$ cat src/design/qrs_pkg.sv
// ----------------------------------------------------------------------------
// Quadratic root solver package
// Shared widths, payload types and the job format passed from the front end
// to the back end.
// ----------------------------------------------------------------------------
`timescale 1ns / 1ps

package qrs_pkg;

   localparam int COEF_WIDTH = 32;
   localparam int FRAC_BITS  = 16;
   localparam int DISC_WIDTH = 2 * COEF_WIDTH + 1;
   localparam int SQRT_WIDTH = COEF_WIDTH + 1;

   localparam logic [1:0] COUNT_NONE = 2'd0;
   localparam logic [1:0] COUNT_ONE  = 2'd1;
   localparam logic [1:0] COUNT_TWO  = 2'd2;

   typedef enum logic [1:0] {
      MODE_NONE,
      MODE_LINEAR,
      MODE_ONE,
      MODE_TWO
   } mode_type;

   typedef struct packed {
      logic signed [COEF_WIDTH-1:0] coef_a;
      logic signed [COEF_WIDTH-1:0] coef_b;
      logic signed [COEF_WIDTH-1:0] coef_c;
   } req_type;

   typedef struct packed {
      logic [1:0]                   root_count;
      logic signed [COEF_WIDTH-1:0] root_first;
      logic signed [COEF_WIDTH-1:0] root_second;
      logic                         saturated;
   } rsp_type;

   typedef struct packed {
      mode_type                mode;
      logic [DISC_WIDTH-1:0]   disc;
      logic                    b_neg;
      logic [COEF_WIDTH-1:0]   b_mag;
      logic                    a_neg;
      logic [COEF_WIDTH:0]     dvs;
      logic                    lin_neg;
      logic [COEF_WIDTH-1:0]   c_mag;
   } job_type;

endpackage

$ cat src/design/qrs_queue.sv
// ----------------------------------------------------------------------------
// Quadratic root solver job queue
// Four-entry queue that decouples the front end from the back end.
// ----------------------------------------------------------------------------
`timescale 1ns / 1ps

module qrs_queue (
   input  logic             clock,
   input  logic             reset,
   input  logic             push_valid,
   input  qrs_pkg::job_type push_data,
   output logic             full,
   output logic             pop_valid,
   output qrs_pkg::job_type pop_data,
   input  logic             pop
);
   import qrs_pkg::*;

   localparam int DEPTH = 4;
   localparam int AW    = $clog2(DEPTH);

   job_type        mem_ff [DEPTH];
   logic [AW-1:0]  wr_ff, rd_ff;
   logic [AW:0]    cnt_ff;
   logic           push;

   assign full      = (cnt_ff == (AW+1)'(DEPTH));
   assign pop_valid = (cnt_ff != '0);
   assign pop_data  = mem_ff[rd_ff];
   assign push      = push_valid && !full;

   always_ff @(posedge clock) begin
      if (reset) begin
         wr_ff  <= '0;
         rd_ff  <= '0;
         cnt_ff <= '0;
      end else begin
         if (push) begin
            wr_ff <= wr_ff + 1'b1;
         end
         if (pop) begin
            rd_ff <= rd_ff + 1'b1;
         end
         if (push && !pop) begin
            cnt_ff <= cnt_ff + 1'b1;
         end else if (pop && !push) begin
            cnt_ff <= cnt_ff - 1'b1;
         end
      end
   end

   always_ff @(posedge clock) begin
      if (push) begin
         mem_ff[wr_ff] <= push_data;
      end
   end

endmodule

$ cat config.mk
export PLATFORM = sky130hd
export DESIGN_NAME = qrs_queue
export DESIGN_NICKNAME = d
export VERILOG_FILES = /design/src/design/qrs_pkg.sv /design/src/design/qrs_queue.sv
export SDC_FILE = /design/constraint.sdc
export NUM_CORES = 1
export LEC_CHECK = 0
export ABC_AREA = 0
export BUFFER_PORTS_ARGS = -buffer_cell sky130_fd_sc_hd__buf_2
export CAP_MARGIN = 20
export CORE_ASPECT_RATIO = 0.9
export CORE_MARGIN = 3
export CORE_UTILIZATION = 45
export CTS_BUF_LIST = sky130_fd_sc_hd__clkbuf_16
export DETAILED_ROUTE_END_ITERATION = 8
export GPL_TIMING_DRIVEN = 0
export PLACE_DENSITY = 0.69
export RECOVER_POWER = 25
export SETUP_SLACK_MARGIN = 0.3
export SLEW_MARGIN = 20
export SYNTH_ARGS = -nofsm -noshare
export SYNTH_HDL_FRONTEND = slang
export SYNTH_SLANG_ARGS = --single-unit
$ cat constraint.sdc
create_clock -name clock -period 9.3 [get_ports clock]
set_clock_uncertainty 0.05 [all_clocks]
set_input_delay 1.86 -clock clock [delete_from_list [all_inputs] [get_ports clock]]
set_output_delay 1.86 -clock clock [all_outputs]
set_load 0.05 [all_outputs]
==> results.json, run 1 <==
{
  "internal_power_w": 0.00551,
  "drive_gt1_frac": 0.391,
  "max_freq_mhz": 222,
  "synth-edff-count": 668,
  "fillers": 4014,
  "cp_top_family": "buffers and inverters",
  "cts_resized": 0,
  "synth.top_cell.area_share": 0.815,
  "cellPowerDensity_nw_per_um2": 258,
  "drt-initial-drc-count": 815,
  "routedWlPerCell_um": 23.1,
  "synth_warnings": 0,
  "insertion_delay_ns": 0.60,
  "die_height_um": 228,
  "worst_ep_arrival_time_ns": 2.60,
  "status": "completed",
  "path_max_fanout": 10,
  "place_hpwl_mm": 31.3,
  "portBuffers": 338,
  "pwr-share-seq": 0.483,
  "dieWidth_um": 252,
  "ys_types": 22,
  "tightestPinTransition_ns": 0.686,
  "critical_path_required_ns": 7.39,
  "grt_busiest_layer": "met2",
  "fin_ws_ns": 4.79,
  "area_growth_syn_to_layout_pct": 20.1,
  "ir_worst_vdd_v": 0.000170,
  "yosys.area.top_type": "edfxtp_1",
  "maxSlewViolCount": 0,
  "clockPowerShare": 0.337,
  "ctsHoldBuffers": 0,
  "leakagePower_nw": 9.74,
  "crit_slowest_cell": "buf_2",
  "die_area_um2": 57500,
  "drc": 0,
  "finalSetupTns_ns": 0,
  "p_sw_frac": 0.278,
  "clk_pin_slew_ns": 0.06,
  "period_minus_slack_ns": 4.51,
  "post_cts_buffers": 0,
  "synth_area_um2": 24600,
  "cts_sinks": 677,
  "place.gp.congestion": 0.701,
  "overflow": 0,
  "worst-path-buf-inv": 4,
  "nets": 1523,
  "finalCritPeriodShare": 0.485,
  "htree_levels": 3,
  "power.share.combinational": 0.181,
  "yosys-top-cells-count": "668 x edfxtp_1, 167 x mux4_2, 18 x buf_2",
  "viasPerCell": 5.32,
  "hold_violations": 0,
  "routed_wl_mm": 48.4,
  "grt_use_met3": 0.0548,
  "max-slew-margin-rel": 0.542,
  "drt_first_pass_iters": 5,
  "yosys_register_bits": 677,
  "met2_usage": 0.271,
  "ys_async_sr_fraction": 0,
  "start_kind": "flop",
  "use_met1": 0.230,
  "grt_start_max_net_pins": 47,
  "end_kind": "primary output",
  "first_global_vias": 11961,
  "setup_viol": 0,
  "hold_class": "reg2reg",
  "avgSynthCellArea_um2": 26.7,
  "rows": 80,
  "clockBufferDepth": 3,
  "cts_inserted_buffers": 69,
  "syn-num-nets": 1098,
  "ios": 340,
  "antenna_found_initial": 8,
  "cts_tree": "built",
  "path_class": "reg2out",
  "path_cells": "clkbuf_1, buf_2, buf_2, mux4_2, buf_2",
  "path_common_cell": "buf_2",
  "yosys-top-cells-area": "edfxtp_1 82%, mux4_2 15%, dfxtp_1 0.73%, buf_8 0.61%, buf_2 0.37%",
  "rsz0062_at_grt": "false",
  "switching_power_w": 0.00212,
  "synth_flop_cell": "edfxtp_1",
  "vias": 11135,
  "reg2reg_slack_ns": 6.80,
  "antenna_left": 0,
  "synth_cells": 921,
  "p_total_w": 0.00763,
  "slowest_delay_ns": 0.43,
  "core_um2": 53600,
  "cts_root_buffer": "clkbuf_16",
  "grtUsageTotal": 0.171,
  "dp_slack_ns": 5.28,
  "start_util": 0.459,
  "synth_most_common_cell": "edfxtp_1",
  "grt_pass1_wl_mm": 73.9,
  "hold_ws_ns": 0.454,
  "yosysSeqAreaShare": 0.823,
  "drv_cap": 0
}
## worst reg2reg max path, cell delays in order (launching register included)
cell,delay (ns)
dfxtp_1,0.40
nor3b_1,0.13
nor2_1,0.39
and2_4,0.58
buf_12,0.31
buf_12,0.28
## state kept, by name, indices dropped and copies added, names as in the netlist, named ones only
signal / cells
wr_ff: 2
cnt_ff: 3
rd_ff: 2
mem_ff: 668
## stage by stage
stage                     instances  instance area [µm²]   util
after floorplan                 921                24600      -
after global placement         1956                27200  0.507
after detailed placement       1972                27600  0.515
after CTS                      2089                29700  0.554
after global routing           2090                29500  0.552
final                          2093                29600  0.552
## power by group through the flow
stage                     Clock [W]  Sequential [W]  Combinational [W]
after floorplan                   0         0.00378            0.00101
after global placement            0         0.00383            0.00135
after detailed placement          0         0.00375            0.00141
after CTS                   0.00264         0.00369            0.00141
after global routing        0.00277         0.00370            0.00145
final                       0.00257         0.00368            0.00138
## cell families (layout without fill, tap and decap cells)
| group | after synthesis | after routing | synth area share |
|---|---|---|---|
| XOR/XNOR | 4 | 4 | 0.00142 |
| AND/OR/NAND/NOR | 17 | 17 | 0.00366 |
| adder cells (fa/ha/maj) | 6 | 6 | 0.00336 |
| flip-flops | 677 | 677 | 0.823 |
| AO/OA/AOI/OAI | 4 | 4 | 0.000814 |
| multiplexers | 169 | 169 | 0.154 |
| other | 0 | 4 | 0 |
| buffers and inverters | 44 | 515 | 0.0144 |
## final timing paths
path | depth (start not counted) | startpoint | end
hold reg to reg | 2 | cnt_ff[2]$_SDFFE_PP0P_ | cnt_ff[2]$_SDFFE_PP0P_
hold / removal | 2 | cnt_ff[2]$_SDFFE_PP0P_ | cnt_ff[2]$_SDFFE_PP0P_
setup / recovery | 5 | flop | pop_data[112]
setup reg to reg | 5 | cnt_ff[0]$_SDFFE_PP0P_ | mem_ff[3][43]$_DFFE_PP_
## per-layer routing
| layer | routed length, µm | share of wire |
|---|---|---|
| met1 | 19500 | 0.40 |
| met2 | 23900 | 0.49 |
| met3 | 3950 | 0.082 |
| met4 | 955 | 0.020 |
| met5 | 77 | 0.0016 |
## placed cells by master (no fill, tap or decap)
cell | Yosys | layout
fa_1 | 1 | 1
clkinv_2 | 0 | 7
dfxtp_1 | 9 | 9
ha_1 | 5 | 5
clkbuf_1 | 5 | 114
nand2_1 | 1 | 1
inv_1 | 5 | 20
buf_6 | 5 | 5
bufinv_16 | 0 | 3
xor2_1 | 3 | 3
buf_8 | 10 | 10
or3_1 | 3 | 3
clkbuf_16 | 0 | 71
diode_2 | 0 | 4
a21oi_1 | 2 | 2
inv_6 | 0 | 4
and2_4 | 0 | 4
clkinv_4 | 0 | 3
nand2b_1 | 2 | 2
nor3b_1 | 1 | 1
mux4_2 | 167 | 167
buf_2 | 18 | 247
buf_16 | 0 | 9
clkinv_8 | 0 | 2
nor2_1 | 6 | 6
clkinvlp_4 | 0 | 3
clkinv_1 | 0 | 8
xnor2_1 | 1 | 1
buf_12 | 1 | 8
inv_8 | 0 | 1
mux2i_1 | 2 | 2
edfxtp_1 | 668 | 668
o21ai_0 | 2 | 2
## cell type report
cell class	count	area (µm²)	share of cell area
Sequential cell	677	20200	0.685
Multi-Input combinational cell	200	4020	0.136
Timing Repair Buffer	354	1940	0.0657
Clock buffer	71	1780	0.0601
Tap cell	697	872	0.0295
Clock inverter	46	339	0.0115
Buffer	39	335	0.0113
Inverter	5	18.8	0.000635
Antenna cell	4	10.0	0.000339
Note: power is estimated with default switching activity, not from simulation.
==> run 2, diff against run 1 <==
--- a/config.mk
+++ b/config.mk
@@ -5,7 +5,7 @@
 export SDC_FILE = /design/constraint.sdc
 export NUM_CORES = 1
 export LEC_CHECK = 0
-export ABC_AREA = 0
+export ABC_AREA = 1
 export BUFFER_PORTS_ARGS = -buffer_cell sky130_fd_sc_hd__buf_2
 export CAP_MARGIN = 20
 export CORE_ASPECT_RATIO = 0.9
@@ -14,7 +14,7 @@
 export CTS_BUF_LIST = sky130_fd_sc_hd__clkbuf_16
 export DETAILED_ROUTE_END_ITERATION = 8
 export GPL_TIMING_DRIVEN = 0
-export PLACE_DENSITY = 0.69
+export PLACE_DENSITY = 0.71
 export RECOVER_POWER = 25
 export SETUP_SLACK_MARGIN = 0.3
 export SLEW_MARGIN = 20
==> constraint.sdc (replaced) <==
create_clock -name clock -period 3.6 [get_ports clock]
set_clock_uncertainty 0.05 [all_clocks]
set_input_delay 0.72 -clock clock [delete_from_list [all_inputs] [get_ports clock]]
set_output_delay 0.72 -clock clock [all_outputs]
set_load 0.05 [all_outputs]
==> run 2 against run 1 <==
Flip-flop and latch count unchanged. Clock power grew to 2.6 times the previous value. Combinational power up 130%. Worst setup slack worse by 4.5 ns. First-iteration DRC count up 68%. Critical endpoint is now pop_data[26]. Cell area rose by 4.1%. Synthesized cell count is 82% higher. Area after synthesis up 2.4%. Cell count up 40%. Largest power group unchanged. Clock-buffer cell count up 1.
==> results.json, run 2 <==
{
  "status": "completed",
  "rows": 81,
  "leakagePower_nw": 10.7,
  "core_um2": 54800,
  "start_kind": "flop",
  "antenna_left": 0,
  "cts_sinks": 677,
  "clockBufferDepth": 3,
  "overflow": 0,
  "routed_wl_mm": 63.9,
  "routedWlPerCell_um": 21.8,
  "htree_levels": 3,
  "drive_gt1_frac": 0.213,
  "antenna_found_initial": 17,
  "drv_cap": 0,
  "ir_worst_vdd_v": 0.000494,
  "synth-edff-count": 668,
  "setup_viol": 0,
  "avgSynthCellArea_um2": 15.0,
  "area_growth_syn_to_layout_pct": 22.0,
  "worst_ep_arrival_time_ns": 2.50,
  "syn-num-nets": 1856,
  "max_flop_register": "mem_ff",
  "max_freq_mhz": 306,
  "reg_top3": "mem_ff: 668 flops, cnt_ff: 3 flops",
  "grtUsageTotal": 0.212,
  "drt_first_pass_iters": 5,
  "place_hpwl_mm": 41.7,
  "cts_root_buffer": "clkbuf_16",
  "dp_slack_ns": 0.555,
  "rsz0062_at_grt": "true",
  "synth.top_cell.area_share": 0.796,
  "critical_path_depth": 6,
  "yosys-top-cells-area": "edfxtp_1 80%, nor2_1 5.1%, o21ai_0 4.7%, o22ai_1 4.1%, o21ai_1 2.0%",
  "drt-initial-drc-count": 1366,
  "path_cells": "inv_2, buf_4, buf_2, o21ai_0, o22ai_1, buf_2",
  "yosys-top-cells-count": "668 x edfxtp_1, 343 x nor2_1, 238 x o21ai_0",
  "path_class": "reg2out",
  "reg2reg_slack_ns": 1.07,
  "start_util": 0.460,
  "end_kind": "primary output",
  "clk_pin_slew_ns": 0.06,
  "viasPerCell": 5.46,
  "portBuffers": 339,
  "reg2regPathDepth": 8,
  "dieWidth_um": 255,
  "worst-path-buf-inv": 4,
  "finalCritPeriodShare": 0.907,
  "r2r_start": "cnt_ff[0]$_SDFFE_PP0P_",
  "drc": 0,
  "die_height_um": 231,
  "synth_area_um2": 25200,
  "ios": 340,
  "endpoint": "pop_data[26]",
  "synth_flop_cell": "edfxtp_1",
  "cts_tree": "built",
  "max-slew-margin-rel": 0.527,
  "crit_slowest_cell": "dfxtp_2",
  "synth_most_common_cell": "edfxtp_1",
  "first_global_vias": 16018,
  "ys_async_sr_fraction": 0,
  "path_max_fanout": 10,
  "hold_class": "in2reg",
  "yosys_register_bits": 677,
  "fin_util": 0.561,
  "nets": 2301,
  "cts_inserted_buffers": 69,
  "ctsHoldBuffers": 0,
  "critical_path_required_ns": 2.83,
  "synth_warnings": 0,
  "insertion_delay_ns": 0.60,
  "maxSlewViolCount": 0,
  "cellPowerDensity_nw_per_um2": 625,
  "yosysSeqAreaShare": 0.803,
  "path_common_cell": "buf_2",
  "place.gp.congestion": 0.769,
  "p_total_w": 0.0192,
  "reg2reg_to": "mem_ff[3][114]$_DFFE_PP_",
  "cp_top_family": "buffers and inverters",
  "synth_cells": 1679,
  "tightestPinTransition_ns": 0.707,
  "slowest_delay_ns": 0.39,
  "ys_types": 21,
  "grt_pass1_wl_mm": 95.4,
  "grt_start_max_net_pins": 24,
  "hold_violations": 0,
  "fin_ws_ns": 0.335,
  "final_cell_mix": "668 x edfxtp_1, 339 x nor2_1, 271 x buf_2",
  "layout_commonest_cell": "edfxtp_1",
  "vias": 16023,
  "yosys.area.top_type": "edfxtp_1",
  "largest_reg_flops": 668,
  "period_minus_slack_ns": 3.27,
  "die_area_um2": 58900
}
==> run 2: layout make-up <==
type	count	area, µm²
Antenna cell	9	22.5
Buffer	109	707
Clock buffer	72	1800
Clock inverter	53	338
Fill cell	4258	24100
Inverter	20	80.1
Multi-Input combinational cell	873	4250
Sequential cell	677	20200
Tap cell	747	935
Timing Repair Buffer	374	2380
==> run 2: worst register-to-register path: cells and delay by family, from the launching register on <==
family	cells	cell delay, ns
AND/OR/NAND/NOR	3	0.87
buffers and inverters	5	0.94
flip-flops	1	0.36
==> run 2: how the worst min path moves through the flow <==
| stage | end | start | cells past startpoint |
|---|---|---|---|
| finish | mem_ff[1][141]$_DFFE_PP_ | push_data[141] | 1 |
| global route | mem_ff[2][151]$_DFFE_PP_ | push_data[151] | 1 |
| CTS | mem_ff[1][84]$_DFFE_PP_ | push_data[84] | 1 |
| detailed placement | flop | rd_ff[1]$_SDFFE_PP0P_ | 1 |
| global placement | rd_ff[1]$_SDFFE_PP0P_ | rd_ff[1]$_SDFFE_PP0P_ | 1 |
| floorplan | flop | rd_ff[1]$_SDFFE_PP0P_ | 1 |
==> run 2: timing repair <==
action | 4_1_cts | 5_1_grt
setup endpoints to repair | 92 | 12
hold endpoints to repair | 0 | 0
buffers inserted | 0 | 0
resized for setup | 7 | 17
==> run 2: logic make-up (layout without fill, tap and decap cells) <==
kind of cell | count (synthesis) | count (layout) | synth area share
adders and majority gates | 6 | 6 | 0.00328
buffers and inverters | 129 | 628 | 0.0304
AOI/OAI and AO/OA | 510 | 510 | 0.110
DFF | 677 | 677 | 0.803
other | 0 | 9 | 0
and+or+nand+nor | 357 | 357 | 0.0536
==> run 2: metrics by stage <==
step	instance area (µm²)	hold slack [ns]	TNS (ns)	instances
finish	30800	0.286	0	2934
global placement	27900	0.380	-1522.09	2765
detailed placement	28700	0.406	0	2800
floorplan	25300	0.362	-90.74	1679
CTS	30800	0.237	0	2925
global route	30700	0.265	0	2929
==> run 2: routing by layer <==
metal | global-route usage | part of all wire
met1 | 0.273 | 0.40
met2 | 0.348 | 0.49
met3 | 0.0650 | 0.091
met4 | 0.0634 | 0.022
met5 | 0 | 0.0020
==> run 2: report_power, final <==
group          total (W)  switching [W]  internal [W]
sequential       0.00935       0.000113       0.00924
clock            0.00675        0.00290       0.00385
combinational    0.00313        0.00237      0.000762
total             0.0192        0.00539        0.0138
